`src/hdl/hkh_pkg.sv`:
```
// Package for the hex key hash table match core.
// Holds widths, codes, the job record and the hash arithmetic helpers.
// No dependencies.
`timescale 1ns / 1ps

package hkh_pkg;

    // Hash and table geometry
    localparam int HASH_BITS   = 16;
    localparam int MULT_W      = 16;
    localparam int KEY_W       = 24;
    localparam int CHAR_W      = 8;
    localparam int VAL_W       = 6;
    localparam int TABLE_DEPTH = (2 ** HASH_BITS) - 1;

    // Product folding over HASH_BITS-wide chunks
    localparam int PROD_W  = HASH_BITS + MULT_W;
    localparam int NCHUNK  = (PROD_W + HASH_BITS - 1) / HASH_BITS;
    localparam int PAD_W   = NCHUNK * HASH_BITS;
    localparam int SUM_W   = HASH_BITS + 4;

    // Stream widths, whole bytes
    localparam int IN_TDATA_W  = ((CHAR_W + 7) / 8) * 8;
    localparam int OUT_TDATA_W = ((KEY_W + HASH_BITS + 7) / 8) * 8;

    // Queue between front and back
    localparam int QUEUE_AW    = 1;
    localparam int QUEUE_DEPTH = 2 ** QUEUE_AW;

    localparam logic [MULT_W-1:0]    FIRST_MULT_RESET  = MULT_W'(31);
    localparam logic [MULT_W-1:0]    SECOND_MULT_RESET = MULT_W'(37);
    localparam logic [KEY_W-1:0]     COUNT_MAX         = {KEY_W{1'b1}};
    localparam logic [HASH_BITS:0]   MOD_VAL           = {1'b0, {HASH_BITS{1'b1}}};
    localparam logic [HASH_BITS-1:0] LAST_ADDR         = HASH_BITS'(TABLE_DEPTH - 1);

    // Opcodes carried on tuser
    localparam logic OP_INSERT = 1'b0;
    localparam logic OP_PROBE  = 1'b1;

    // Configuration register indexes
    localparam logic REG_FIRST_MULT  = 1'b0;
    localparam logic REG_SECOND_MULT = 1'b1;

    typedef enum logic [1:0] {
        OUT_INSERTED = 2'd0,
        OUT_HIT      = 2'd1,
        OUT_MISS     = 2'd2,
        OUT_BAD      = 2'd3
    } t_outcome;

    // One finished key handed from front to back
    typedef struct packed {
        logic                 op;
        logic                 bad;
        logic [HASH_BITS-1:0] h1;
        logic [HASH_BITS-1:0] h2;
    } t_job;

    // Character class: {allowed, value}
    function automatic logic [VAL_W:0] char_value(input logic [CHAR_W-1:0] c);
        logic [VAL_W:0] res;
        res = '0;
        if (c >= CHAR_W'(8'h30) && c <= CHAR_W'(8'h3A)) begin
            res = {1'b1, VAL_W'(c - CHAR_W'(8'h30))};
        end else if (c >= CHAR_W'(8'h61) && c <= CHAR_W'(8'h7A)) begin
            res = {1'b1, VAL_W'(c - CHAR_W'(8'h61) + CHAR_W'(10))};
        end
        return res;
    endfunction

    // (p mod M + v) mod M with M = 2^HASH_BITS - 1, by chunk folding
    function automatic logic [HASH_BITS-1:0] roll_fold(input logic [PROD_W-1:0] p,
                                                        input logic [VAL_W-1:0] v);
        logic [PAD_W-1:0]   pp;
        logic [SUM_W-1:0]   s;
        logic [HASH_BITS:0] t;
        pp = PAD_W'(p);
        s  = SUM_W'(v);
        for (int i = 0; i < NCHUNK; i++) begin
            s = s + SUM_W'(pp[i*HASH_BITS +: HASH_BITS]);
        end
        t = (HASH_BITS + 1)'(s[HASH_BITS-1:0]) + (HASH_BITS + 1)'(s[SUM_W-1:HASH_BITS]);
        if (t >= MOD_VAL) begin
            t = t - MOD_VAL;
        end
        if (t >= MOD_VAL) begin
            t = t - MOD_VAL;
        end
        return t[HASH_BITS-1:0];
    endfunction

endpackage

```
`src/hdl/hkh_queue.sv`:
```
// Short job queue between the front and back ends.
// Depends on hkh_pkg.
`timescale 1ns / 1ps

module hkh_queue import hkh_pkg::*; (
    input  logic i_clk,
    input  logic i_rst_n,
    input  logic i_push,
    input  t_job i_job,
    input  logic i_pop,
    output logic o_full,
    output logic o_empty,
    output t_job o_head
);

    t_job                r_slot [QUEUE_DEPTH];
    logic [QUEUE_AW-1:0] r_wr, r_rd;
    logic [QUEUE_AW:0]   r_cnt;

    assign o_full  = (r_cnt == (QUEUE_AW + 1)'(QUEUE_DEPTH));
    assign o_empty = (r_cnt == '0);
    assign o_head  = r_slot[r_rd];

    // Store pushed jobs
    always_ff @(posedge i_clk) begin
        if (i_push) begin
            r_slot[r_wr] <= i_job;
        end
    end

    // Advance pointers and fill count
    always_ff @(posedge i_clk) begin
        if (!i_rst_n) begin
            r_wr  <= '0;
            r_rd  <= '0;
            r_cnt <= '0;
        end else begin
            if (i_push) begin
                r_wr <= r_wr + 1'b1;
            end
            if (i_pop) begin
                r_rd <= r_rd + 1'b1;
            end
            case ({i_push, i_pop})
                2'b10:   r_cnt <= r_cnt + 1'b1;
                2'b01:   r_cnt <= r_cnt - 1'b1;
                default: ;
            endcase
        end
    end

endmodule

```
`config.mk`:
```
export PLATFORM = sky130hd
export DESIGN_NAME = hkh_queue
export DESIGN_NICKNAME = d
export VERILOG_FILES = /design/src/hdl/hkh_pkg.sv /design/src/hdl/hkh_queue.sv
export SDC_FILE = /design/constraint.sdc
export NUM_CORES = 1
export LEC_CHECK = 0
export ABC_AREA = 1
export BUFFER_PORTS_ARGS = -buffer_cell sky130_fd_sc_hd__buf_4
export CELL_PAD_IN_SITES_DETAIL_PLACEMENT = 0
export CELL_PAD_IN_SITES_GLOBAL_PLACEMENT = 1
export CORE_MARGIN = 8
export CORE_UTILIZATION = 30
export DETAILED_ROUTE_END_ITERATION = 10
export HOLD_SLACK_MARGIN = 0.08
export PLACE_DENSITY = 0.6
export SYNTH_ARGS = -nofsm -noshare
export SYNTH_HDL_FRONTEND = slang
export SYNTH_SLANG_ARGS = --single-unit
```
`constraint.sdc`:
```
create_clock -name i_clk -period 2.7 [get_ports i_clk]
set_input_delay 0.54 -clock i_clk [delete_from_list [all_inputs] [get_ports i_clk]]
set_output_delay 0.54 -clock i_clk [all_outputs]
set_load 0.02 [all_outputs]
```
* After elaboration in Yosys (flattened, before gate mapping) *
Memories as Yosys holds them, arrays and structs flattened. A register that Yosys moved wholly into a read port is not among the register bits.
Index checks and enable logic that the tools add are counted.
W data, S select, Z words.

word-level totals
  flip-flop bits (word level) = 4
  bits in writable memories = 68
  input bits = 38
  output and inout bits = 36
  word-level logic and storage cells = 18
  memories = 1

memories
  memory  words  width  rd ports  clocked after Yosys merged registers in  write ports  RTL line         RTL
  r_slot  2      34     1         1                                        1            hkh_queue.sv:16  t_job r_slot [QUEUE_DEPTH];

cells by class
  $add $sub $neg = 4
  equality and inequality tests = 3
  multiplexer cells = 5
  reductions and logical operators = 2

operator list
  kind                   count
  $eq A2 B2 Y1 const B   2
  $mux W1                4
  $pmux W2 S2            1
  $add A1 B1 Y1 const B  2
  $add A2 B1 Y2 const B  1
  $eq A2 B1 Y1 const B   1
  $logic_not A2 Y1       1
  $reduce_bool A2 Y1     1
  $sub A2 B1 Y2 const B  1

* Logic depth before layout (Yosys ltp) *
  depth after elaboration = 3
  depth in mapped cells = 7
  depth with buffers taken out = 7

* Least setup slack after synthesis *
OpenSTA, ideal clock, no wires.

  kind = in2reg
  start = in i_push
  end = mem r_slot[0][0] in the netlist's numbering, enable pin
  setup time = 0.426 ns
  arrival = 2.029 ns
  data required time = 2.274 ns
  path slack = 0.246 ns
  stages = 2
  buffers on the path = 0
  path through = inv_1 -> nor2_1

between the ends
  cells in the longest elaborated chain, start to end = 2

ends and longest elaborated chain
  element                        RTL line         RTL
  start: declaration             hkh_queue.sv:8   input logic i_push,
  $mux W1                        hkh_queue.sv:26  if (i_push) begin
  $mux W1 (implied by the code)  hkh_queue.sv:27  r_slot[r_wr] <= i_job;
  end: declaration               hkh_queue.sv:16

Every way passes these cells.

==> impl_metrics.ini <==
[placed_design]
post-place-ws_ns = 0.8318
portBuffers = 73
dpl_cell_area_sq_um = 3507
dp_hpwl_mm = 3.648
gp_congestion = 0.6414
dp.cells = 324

[synth]
yosysMostFrequentCell = edfxtp_1
synthesis.area_sq_um = 2835
synth.largest_area_cell = edfxtp_1
seq_area_frac_synth_pct = 75.55
synth_common_cells = 68 x edfxtp_1, 30 x mux2_4, 12 x nor2_1, 8 x nand2_1, 6 x inv_1
syn-instance-count = 141
netlist_top_cells_area = edfxtp_1 72%, mux2_4 16%, dfxtp_1 3.5%
synth_top_area_share_pct = 72.02
synth_seq_cells = 73
ys.flop_type = edfxtp_1
async_flop_share_pct = 0
synth_edf_count = 68
ys_types = 13
syn-num-nets = 180
yosysWarnings = 0
synth.avg_cell_area_sq_um = 20.11

[detailed_routing]
dr.pass1.iters = 4
routed_via_density = 4.200
ant_nets = 0
num_vias = 1428
drc = 0
drt_first_iter_violations = 35
avgRoutedWirePerCell_microns = 15.45
wl_mm = 5.252

[clock_tree]
clockRootBuffer = clkbuf_8
cts_tree = done
clk_pin_slew_worst_paths_ns = 0.08
ctsHoldBuffers = 0
numCtsBuffers = 9
insertion_delay_ns = 0.33
post_cts_buffers = 0
cts_buffer_depth = 2
cts_resized = 0
htree_levels = 3
clock-sinks = 73

[timing]
max_slew_margin_pct = 64.53
fin_skew_ns = 0.006169
worst_pin_slew_ns = 0.5308
period_share_pct = 82.02
final_hold_viol_count = 0
fin_setup_tns_ns = 0
period_needed_ns = 2.215
rsz0062_at_grt = false
finalWorstSetupSlack_ns = 0.4855
drv_slew = 0
setup_viol = 0
fmax_mhz = 451.6

[setup_path]
arrival_ns = 1.67
cp-endpoint = o_head[21]
crit_type = reg2out
slowest_delay_ns = 0.53
crit_path_end_kind = primary output
regToRegEndpoint = r_slot[0][22]
worstPathMaxFanout = 26
slowest_stage = dfxtp_2
path_cells = buf_12 > mux2_2 > buf_4
r2r_start = r_wr
crit_required_ns = 2.16
r2r_slack_ns = 1.36
r2r_cells = 2
startpoint_type = register

[floorplan]
die-area_sq_um = 12820
die_h_microns = 113.2
rows = 35
ios = 74
die_x_microns = 113.2
core_sq_um = 9196
start_util_pct = 30.83

[global_routing]
grt_pass1_wl_mm = 8.135
use_met1_pct = 8.568
grt_max_degree = 35
grt_pass1_vias = 1521
gr-total-overflow = 0
antenna_found_initial = 0
met3_usage_pct = 3.781
track_usage_pct = 8.569
grt.busiest_layer = met2
grt.met2_usage_pct = 14.29

[pwr]
switchingPower_mw = 0.5717
peakVddDrop_mv = 0.1912
p_leak_nw = 1.470
p_total_mw = 2.471
p_per_area_nw_per_um2 = 669.4
pwr-share-clk_pct = 32.2
swShare_pct = 23.13
p_int_mw = 1.900
pwr-share-comb_pct = 14.1
power_frac_seq_pct = 53.7

[final_layout]
syn2layout_area_growth_pct = 30.23
nNetsFinal = 263
layout-drive-gt1-share_pct = 54.59
final_cells = 340
fillers = 853
n_antenna_cell = 0
fin_area_sq_um = 3692

[job]
drv_cap = 0

[hold_path]
hold_start = i_job[23]
min_path_type = in2reg

[run_status]
status = finished, final reports clean
==> sequential cells by signal, summed over array words and instances (netlist names), named ones only <==
register / count
r_cnt: 2
r_slot: 68
r_rd: 1
r_wr: 1
==> power by group through the flow <==
stage / sequential, mW / clock [mW] / combinational (mW)
floorplan: 1.34 / 0 / 0.216
global placement: 1.35 / 0 / 0.355
detailed placement: 1.35 / 0 / 0.356
CTS: 1.33 / 0.829 / 0.357
global route: 1.33 / 0.879 / 0.376
finish: 1.33 / 0.796 / 0.348
==> worst max-delay path: cells and delay by family (launching register included) <==
family / cells / cell delay [ns]
buffers and inverters: 2 / 0.43
DFF: 1 / 0.53
muxes: 1 / 0.36
==> logic make-up after synthesis <==
group | synth area share (%)
flip-flops | 75.55
multiplexers | 17.48
AND/OR/NAND/NOR | 2.869
buffers and inverters | 3.310
AO/OA/AOI/OAI | 0.3527
adder cells (fa/ha/maj) | 0.4412
==> per-layer routing <==
metal	up-vias	part of all wire [%]
li1	692	-
met1	681	39
met2	45	51
met3	10	8.0
met4	0	2.4
met5	-	0
==> layout by cell type (no fill, tap or decap) <==
cell type and count:
buf_4 74, edfxtp_1 68, mux2_4 30, nor2_1 11, clkbuf_8 9, nand2_1 8, inv_1 6, mux2_2 4
dfxtp_1 4, clkinv_1 3, clkinvlp_4 2, buf_12 2, nor2_4 1, o21ai_0 1, a21oi_1 1, nand4_1 1
ha_1 1, dfxtp_2 1, clkinv_2 1, bufinv_16 1
==> worst min path at each step <==
stage                          to  slack, ns  depth (start not counted)
CTS                 r_slot[0][16]       0.36                          1
floorplan                register       0.46                          2
finish              r_slot[0][23]       0.38                          1
global placement             r_rd       0.48                          2
global route        r_slot[0][23]       0.35                          1
detailed placement           r_rd       0.49                          2
==> area by class of cell <==
class                      instances  area [sq um]  share of cell area [%]
multi-input combinational         58         606.8                   16.44
inverter                           6         22.52                  0.6100
timing repair buffer              76         595.6                   16.13
clock buffer                       9         123.9                   3.355
tap                              111         138.9                   3.761
clock inverter                     7         61.31                   1.660
sequential                        73          2143                   58.05
==> through the flow <==
stage	hold slack (ns)	utilization [%]
global route	0.3540	40.15
floorplan	0.4635	-
detailed placement	0.4938	38.14
global placement	0.4778	38.14
finish	0.3843	40.15
CTS	0.3617	40.15
No activity file was read; power rests on OpenSTA's default activity.
