--- config.mk ---
export PLATFORM = sky130hd
export DESIGN_NAME = hkh_front
export DESIGN_NICKNAME = d
export VERILOG_FILES = /design/src/hdl/hkh_pkg.sv /design/src/hdl/hkh_front.sv
export SDC_FILE = /design/constraint.sdc
export NUM_CORES = 2
export LEC_CHECK = 0
export ABC_AREA = 1
export BUFFER_PORTS_ARGS = -buffer_cell sky130_fd_sc_hd__buf_2
export CAP_MARGIN = 20
export CORE_UTILIZATION = 65
export CTS_BUF_LIST = sky130_fd_sc_hd__clkbuf_4
export DETAILED_ROUTE_END_ITERATION = 16
export MAX_ROUTING_LAYER = met4
export PLACE_DENSITY = 0.78
export SYNTH_ARGS = -nofsm -noshare
export SYNTH_HDL_FRONTEND = slang
export SYNTH_SLANG_ARGS = --single-unit
--- constraint.sdc ---
create_clock -name i_clk -period 11.6 [get_ports i_clk]
set_input_delay 2.9 -clock i_clk [delete_from_list [all_inputs] [get_ports i_clk]]
set_output_delay 2.9 -clock i_clk [all_outputs]
set_load 0.02 [all_outputs]
--- src/hdl/hkh_pkg.sv ---
// Package for the hex key hash table match core.
// Holds widths, codes, the job record and the hash arithmetic helpers.
// No dependencies.
`timescale 1ns / 1ps

package hkh_pkg;

    // Hash and table geometry
    localparam int HASH_BITS   = 16;
    localparam int MULT_W      = 16;
    localparam int KEY_W       = 24;
    localparam int CHAR_W      = 8;
    localparam int VAL_W       = 6;
    localparam int TABLE_DEPTH = (2 ** HASH_BITS) - 1;

    // Product folding over HASH_BITS-wide chunks
    localparam int PROD_W  = HASH_BITS + MULT_W;
    localparam int NCHUNK  = (PROD_W + HASH_BITS - 1) / HASH_BITS;
    localparam int PAD_W   = NCHUNK * HASH_BITS;
    localparam int SUM_W   = HASH_BITS + 4;

    // Stream widths, whole bytes
    localparam int IN_TDATA_W  = ((CHAR_W + 7) / 8) * 8;
    localparam int OUT_TDATA_W = ((KEY_W + HASH_BITS + 7) / 8) * 8;

    // Queue between front and back
    localparam int QUEUE_AW    = 1;
    localparam int QUEUE_DEPTH = 2 ** QUEUE_AW;

    localparam logic [MULT_W-1:0]    FIRST_MULT_RESET  = MULT_W'(31);
    localparam logic [MULT_W-1:0]    SECOND_MULT_RESET = MULT_W'(37);
    localparam logic [KEY_W-1:0]     COUNT_MAX         = {KEY_W{1'b1}};
    localparam logic [HASH_BITS:0]   MOD_VAL           = {1'b0, {HASH_BITS{1'b1}}};
    localparam logic [HASH_BITS-1:0] LAST_ADDR         = HASH_BITS'(TABLE_DEPTH - 1);

    // Opcodes carried on tuser
    localparam logic OP_INSERT = 1'b0;
    localparam logic OP_PROBE  = 1'b1;

    // Configuration register indexes
    localparam logic REG_FIRST_MULT  = 1'b0;
    localparam logic REG_SECOND_MULT = 1'b1;

    typedef enum logic [1:0] {
        OUT_INSERTED = 2'd0,
        OUT_HIT      = 2'd1,
        OUT_MISS     = 2'd2,
        OUT_BAD      = 2'd3
    } t_outcome;

    // One finished key handed from front to back
    typedef struct packed {
        logic                 op;
        logic                 bad;
        logic [HASH_BITS-1:0] h1;
        logic [HASH_BITS-1:0] h2;
    } t_job;

    // Character class: {allowed, value}
    function automatic logic [VAL_W:0] char_value(input logic [CHAR_W-1:0] c);
        logic [VAL_W:0] res;
        res = '0;
        if (c >= CHAR_W'(8'h30) && c <= CHAR_W'(8'h3A)) begin
            res = {1'b1, VAL_W'(c - CHAR_W'(8'h30))};
        end else if (c >= CHAR_W'(8'h61) && c <= CHAR_W'(8'h7A)) begin
            res = {1'b1, VAL_W'(c - CHAR_W'(8'h61) + CHAR_W'(10))};
        end
        return res;
    endfunction

    // (p mod M + v) mod M with M = 2^HASH_BITS - 1, by chunk folding
    function automatic logic [HASH_BITS-1:0] roll_fold(input logic [PROD_W-1:0] p,
                                                        input logic [VAL_W-1:0] v);
        logic [PAD_W-1:0]   pp;
        logic [SUM_W-1:0]   s;
        logic [HASH_BITS:0] t;
        pp = PAD_W'(p);
        s  = SUM_W'(v);
        for (int i = 0; i < NCHUNK; i++) begin
            s = s + SUM_W'(pp[i*HASH_BITS +: HASH_BITS]);
        end
        t = (HASH_BITS + 1)'(s[HASH_BITS-1:0]) + (HASH_BITS + 1)'(s[SUM_W-1:HASH_BITS]);
        if (t >= MOD_VAL) begin
            t = t - MOD_VAL;
        end
        if (t >= MOD_VAL) begin
            t = t - MOD_VAL;
        end
        return t[HASH_BITS-1:0];
    endfunction

endpackage

--- src/hdl/hkh_front.sv ---
// Front end: takes key characters, keeps both rolling hashes and the
// bad flag, and pushes one job per finished key. Holds the config registers.
// Depends on hkh_pkg.
`timescale 1ns / 1ps

module hkh_front import hkh_pkg::*; (
    input  logic                  i_clk,
    input  logic                  i_rst_n,
    // Config write channel
    input  logic                  i_cfg_valid,
    output logic                  o_cfg_ready,
    input  logic                  i_cfg_index,
    input  logic [MULT_W-1:0]     i_cfg_data,
    // Character stream
    input  logic                  i_valid,
    output logic                  o_ready,
    input  logic [CHAR_W-1:0]     i_char,
    input  logic                  i_end,
    input  logic                  i_op,
    // Back end is done clearing the tables
    input  logic                  i_clr_done,
    // Job queue push side
    input  logic                  i_q_full,
    output logic                  o_push,
    output t_job                  o_job
);

    typedef enum logic [1:0] {
        F_IDLE = 2'b01,
        F_ADD  = 2'b10
    } t_front_state;

    t_front_state         r_state;
    logic [MULT_W-1:0]    r_m1, r_m2;
    logic [HASH_BITS-1:0] r_h1, r_h2;
    logic                 r_bad;
    logic [PROD_W-1:0]    r_p1, r_p2;
    logic [VAL_W:0]       r_cv;
    logic                 r_end, r_op;

    logic [HASH_BITS-1:0] n_h1, n_h2;
    logic                 n_bad;
    logic                 w_accept;

    assign o_cfg_ready = 1'b1;
    assign o_ready     = (r_state == F_IDLE) && i_clr_done;
    assign w_accept    = i_valid && o_ready;

    // Finish one hash step; a bad character leaves the hashes alone
    always_comb begin
        n_h1  = r_h1;
        n_h2  = r_h2;
        n_bad = r_bad | ~r_cv[VAL_W];
        if (r_cv[VAL_W]) begin
            n_h1 = roll_fold(r_p1, r_cv[VAL_W-1:0]);
            n_h2 = roll_fold(r_p2, r_cv[VAL_W-1:0]);
        end
    end

    assign o_push = (r_state == F_ADD) && r_end && !i_q_full;
    assign o_job  = '{op: r_op, bad: n_bad, h1: n_h1, h2: n_h2};

    // Product of the running hash and multiplier, registered before the fold
    always_ff @(posedge i_clk) begin
        if (w_accept) begin
            r_p1  <= PROD_W'(r_h1) * PROD_W'(r_m1);
            r_p2  <= PROD_W'(r_h2) * PROD_W'(r_m2);
            r_cv  <= char_value(i_char);
            r_end <= i_end;
            r_op  <= i_op;
        end
    end

    // Config registers, hash state and sequencing
    always_ff @(posedge i_clk) begin
        if (!i_rst_n) begin
            r_state <= F_IDLE;
            r_m1    <= FIRST_MULT_RESET;
            r_m2    <= SECOND_MULT_RESET;
            r_h1    <= '0;
            r_h2    <= '0;
            r_bad   <= 1'b0;
        end else begin
            if (i_cfg_valid) begin
                case (i_cfg_index)
                    REG_FIRST_MULT:  r_m1 <= i_cfg_data;
                    REG_SECOND_MULT: r_m2 <= i_cfg_data;
                    default:         ;
                endcase
            end
            case (r_state)
                F_IDLE: begin
                    if (w_accept) begin
                        r_state <= F_ADD;
                    end
                end
                F_ADD: begin
                    if (!r_end) begin
                        r_h1    <= n_h1;
                        r_h2    <= n_h2;
                        r_bad   <= n_bad;
                        r_state <= F_IDLE;
                    end else if (!i_q_full) begin
                        // Key handed off: restart the hashes
                        r_h1    <= '0;
                        r_h2    <= '0;
                        r_bad   <= 1'b0;
                        r_state <= F_IDLE;
                    end
                end
                default: r_state <= F_IDLE;
            endcase
        end
    end

endmodule

* Word level (Yosys, flattened, before mapping)
Index checks and enable logic that the tools add are counted.
** Word-level totals
- Register bits :: 140
- Input port bits :: 33
- Output and inout port bits :: 37
- Logic and storage cells :: 73
** Operators by class
- $add $sub $neg :: 13
- Multipliers :: 2
- Order comparisons :: 8
- Equal/unequal tests :: 5
- Mux-type cells :: 19
- Bitwise logic cells :: 3
- Reduce and logical (&&, ||, !) cells :: 11
** Operator list (count)
- $mux W16 :: 7
- $ge A17 B16 Y1 const B :: 4
- $mux W17 :: 4
- $mul A16 B16 Y32 :: 2
- $add A17 B16 Y18 :: 2
- $add A16 B2 Y17 :: 2
- $add A6 B16 Y17 :: 2
- $sub A17 B16 Y17 const B :: 2
- $sub A16 B16 Y16 const B :: 2
- $sub A6 B6 Y6 const B :: 2
- $ge A8 B6 Y1 const B :: 1
- $ge A8 B7 Y1 const B :: 1
- $le A8 B6 Y1 const B :: 1
- $le A8 B7 Y1 const B :: 1
- $reduce_and A2 Y1 :: 4
- $mux W7 :: 1
- $add A6 B4 Y6 const B :: 1
- $logic_and A1 B1 Y1 :: 6
- $mux W2 :: 3
- $mux W6 :: 1
- $ne A2 B2 Y1 const B :: 2
- $pmux W2 S2 :: 1
- $ne A3 B3 Y1 const B :: 1
- $eq A2 B1 Y1 const B :: 1
- other kinds (5) :: 7

* Longest topological paths before layout
- Depth after elaboration :: 10
- Gate-level depth with buffers :: 51
- Depth with buffers taken out :: 50

* Worst setup path after synthesis
Ideal clock, no wire load.
- Path kind :: flip-flop to output port
- Start point :: register r_p1[1]
- End point :: output o_job[22] in the netlist's numbering
- Arrival time :: 6.545 ns
- Required time :: 8.700 ns
- Slack :: 2.155 ns
- Stages on the path, launching flop included :: 45
- Path buffers :: 2
- Path through :: edfxtp_1 -> fa_1 -> ha_1 -> inv_1 -> fa_1 -> inv_2 -> nand3_1 -> nand2_2 -> nand3_1 -> nand3_1 -> nand2_1 -> nand2_1 -> nand2_1 -> a21boi_0 -> ha_1 -> nand2_1 -> nand2_1 -> nand2_1 -> (+9 left out) -> ha_1 -> inv_1 -> nand2_1 -> inv_2 -> nand2_4 -> buf_8 -> nand2_4 -> nand2_4 -> ha_1 -> inv_1 -> nor2_2 -> nand2_2 -> nor2_4 -> nand3_4 -> buf_2 -> nand4_1 -> nand2_1 -> a21boi_0
** RTL lines
- from (decl) :: line hkh_front.sv:37 : logic [PROD_W-1:0] r_p1, r_p2;
- from (signal assigned) :: line hkh_front.sv:66 : r_p1 <= PROD_W'(r_h1) * PROD_W'(r_m1);
- to (decl) :: line hkh_front.sv:25 : output t_job o_job

==> flow_summary.toml <==
[sta]
drv_slew = 0
fin_skew_ns = 0.0265
fin_setup_tns_ns = 0
tightestPinTransition_ns = 1.10
report.final.hold_viol_count = 0
finalHoldWorstSlack_ns = 0.498
finalSetupViolations = 0
layout_min_cycle_time_ns = 10.85
timing.fmax_ghz = 0.0922
maxSlewHeadroom = 0.267
timing.final.crit_share = 0.935
grt_setup_unrepaired = "false"

[synth]
synthesized_net_count = 4485
avgSynthCellArea_um2 = 7.49
netlist_top_cells_area = "fa_1 29%, nand2_1 14%, ha_1 12%, inv_1 11%, edfxtp_1 7.8%"
synth_enable_flop_cells = 73
synth-seq-cells = 140
yosys.cell_types.count = 53
synth_top_cell_by_area = "fa_1"
ys.flop_type = "edfxtp_1"
synth-async-reset-ratio = 0
yosys_warnings = 0
yosysSeqAreaShare = 0.125
synthCells = 3775
synth_largest_type_area_fraction = 0.286
post_synth_instance_area_um2 = 28300

[hold_path]
hold-path-cell-count = 2
hold_path.startpoint = "r_m2[5]$_SDFFE_PN1P_"
hold_path_class = "flop to flop"
whs_endpoint = "r_m2[5]$_SDFFE_PN1P_"

[clock_tree]
h-tree-depth = 4
clk_transition_reported_paths_ns = 0.14
clock_sink_count = 140
cts_tree = "yes"
maximum_count_of_clock_buffers_along_a_single_path = 2
worstSkewPairLatency_ns = 0.73
cts-buffers-inserted = 17
post_cts_buffers = 0
cts-root-buf = "clkbuf_4"

[setup_path]
timing.rr.end = "r_p1[30]$_DFFE_PP_"
worst-endpoint-required_ns = 8.70
critical_path_end_type = "output port"
path_max_fanout = 21
crit_type = "flop to output port"
critPathLaunch = "r_cv[5]$_DFFE_PP_"
worst_path_max_delay_cell = "fa_1"
critPathArrivalTime_ns = 7.95
critical_path.reg2reg.startpoint = "r_m1[5]$_SDFFE_PN0P_"
worst_r2r_path_depth = 24
path_common_cell = "nand2_1"
flop_to_flop_setup_slack_ns = 4.09
cp-start-kind = "flop"
max_stage_delay_ns = 0.57

[floorplanning]
die_area_um2 = 44300
placement_row_count = 76
initial_utilization = 0.658
core_um2 = 43000
io_pins = 70
dieWidth_um = 211
dieHeight_um = 211

[global_route]
grt_pass1_vias = 22600
grt_overflow_total = 0
grt_pass1_wl_mm = 114
grt_use_total = 0.343
grt_start_max_net_pins = 74
grt_antenna_before_repair = 2

[power_and_ir_drop]
worst_voltage_drop_across_the_vdd_grid_mv = 0.0646
report.power.total_uw = 1480
power_density_cells_nw_per_um2 = 50.6
leakagePower_uw = 0.0162

[layout]
sequential_cell_area_um2 = 3530
filler_cell_count = 3816
areaGrowthSynthToFinish_pct = 3.27
layout-drive-gt1-share = 0.0878
finish.utilization = 0.680
fin_nets = 4433
fin_area_um2 = 29200
multi_input_area_um2 = 20900

[placement]
finalWeightedCongestion = 0.966
placedInstanceArea_um2 = 28800
portBuffers = 68
dp_hpwl_mm = 56.3

[routing]
num_vias = 23200
ant_nets = 0
drt-pass1-iter-count = 8
detailedRoute.firstIterationViolations = 1799
drt_drc_violations_left = 0
post_drt_wl_per_cell_um = 16.3
wl_mm = 70.7
drt-vias-per-instance = 5.37

[outcome]
run_status = "complete, no violations"

[flow_run]
maxCapViolCount = 0
## how the worst max path moves through the flow
stage                 to  slack (ns)
2_1_floorplan  o_job[22]        2.15
3_3_place_gp   o_job[16]        1.59
3_5_place_dp   o_job[16]        1.51
4_1_cts        o_job[16]        0.69
5_1_grt        o_job[13]        0.07
6_report       o_job[16]        0.75
## what timing repair did
action / CTS / global route
endpoints found under the setup margin: 0 / 3
resized for setup: 0 / 2
hold buffers: 0 / 0
## critical path, delay by kind of cell, from the launching register on
kind | cells | cell delay (ns)
simple gates | 24 | 3.52
compound gates | 2 | 0.23
flops | 1 | 0.52
fa+ha+maj | 7 | 2.25
xor+xnor | 1 | 0.16
buf+inv | 5 | 0.50
## metal layers
metal / wire [µm] / vias up / part of all wire / GRT usage
met1: 29100 / 11100 / 0.41 / 0.431
met3: 5840 / 155 / 0.083 / 0.0708
met2: 33200 / 822 / 0.47 / 0.546
met5: 0 / - / 0 / -
li1: - / 11200 / - / -
met4: 2620 / 0 / 0.037 / 0.130
## area by class of cell
cell class | instances | area share
multi-input combinational | 2631 | 0.715
sequential | 140 | 0.121
timing repair buffer | 103 | 0.0213
clock inverter | 14 | 0.00613
inverter | 830 | 0.107
clock buffer | 18 | 0.00463
antenna | 7 | 0.000600
tap | 585 | 0.0251
## stage by stage
stage               cells  setup WS, ns
floorplan            3775          2.15
global placement     4288          1.59
detailed placement   4288          1.51
CTS                  4320         0.685
global route         4327        0.0670
finish               4328         0.753
## placed cells by master (no fill, tap or decap), types with 26 or more instances in the layout
| cell type | count |
|---|---|
| buf_4 | 34 |
| o21ai_0 | 65 |
| nand3_1 | 145 |
| buf_2 | 68 |
| nor2_2 | 26 |
| nand2_1 | 1073 |
| or2_2 | 26 |
| ha_1 | 273 |
| nand4_1 | 56 |
| nand2_2 | 51 |
| fa_1 | 404 |
| nand3_2 | 26 |
| a21oi_1 | 104 |
| inv_1 | 808 |
| nor2_1 | 160 |
| edfxtp_1 | 73 |
| xnor2_1 | 30 |
| xor2_1 | 69 |
| dfxtp_1 | 67 |
## cell usage after synthesis, drive strengths merged, types with 4 or more instances
library cell,number
buf,27
xnor2,30
a21oi,111
nand3b,6
nor2,200
xor2,70
o21ai,72
nand4,56
nand2,1133
nor3,13
a21boi,25
nand3,176
or2,26
nor4,4
clkbuf,147
ha,273
and2,11
fa,404
edfxtp,73
dfxtp,67
inv,830
o21bai,5
## registers in the layout (all words and copies together) (netlist names)
register,cells
r_state,2
r_p2,32
r_cv,7
r_h2,16
r_bad,1
r_op,1
r_m2,16
r_end,1
r_m1,16
r_h1,16
r_p1,32
## report_power, final
group	switching [µW]	total [µW]	internal, µW
Combinational	354	518	165
Sequential	44.0	581	537
Clock	220	377	157
Total	618	1480	859
## kinds of logic (layout without fill, tap and decap cells)
logic type,after synthesis,in the layout,synth area share
flip-flops,140,140,0.125
XOR/XNOR,100,100,0.0316
AND/OR/NAND/NOR,1629,1629,0.255
adder cells (fa/ha/maj),677,677,0.407
buffers and inverters,1004,965,0.137
AO/OA/AOI/OAI,224,224,0.0447
other,1,8,0.000133
Note: power is estimated with default switching activity, not from simulation.
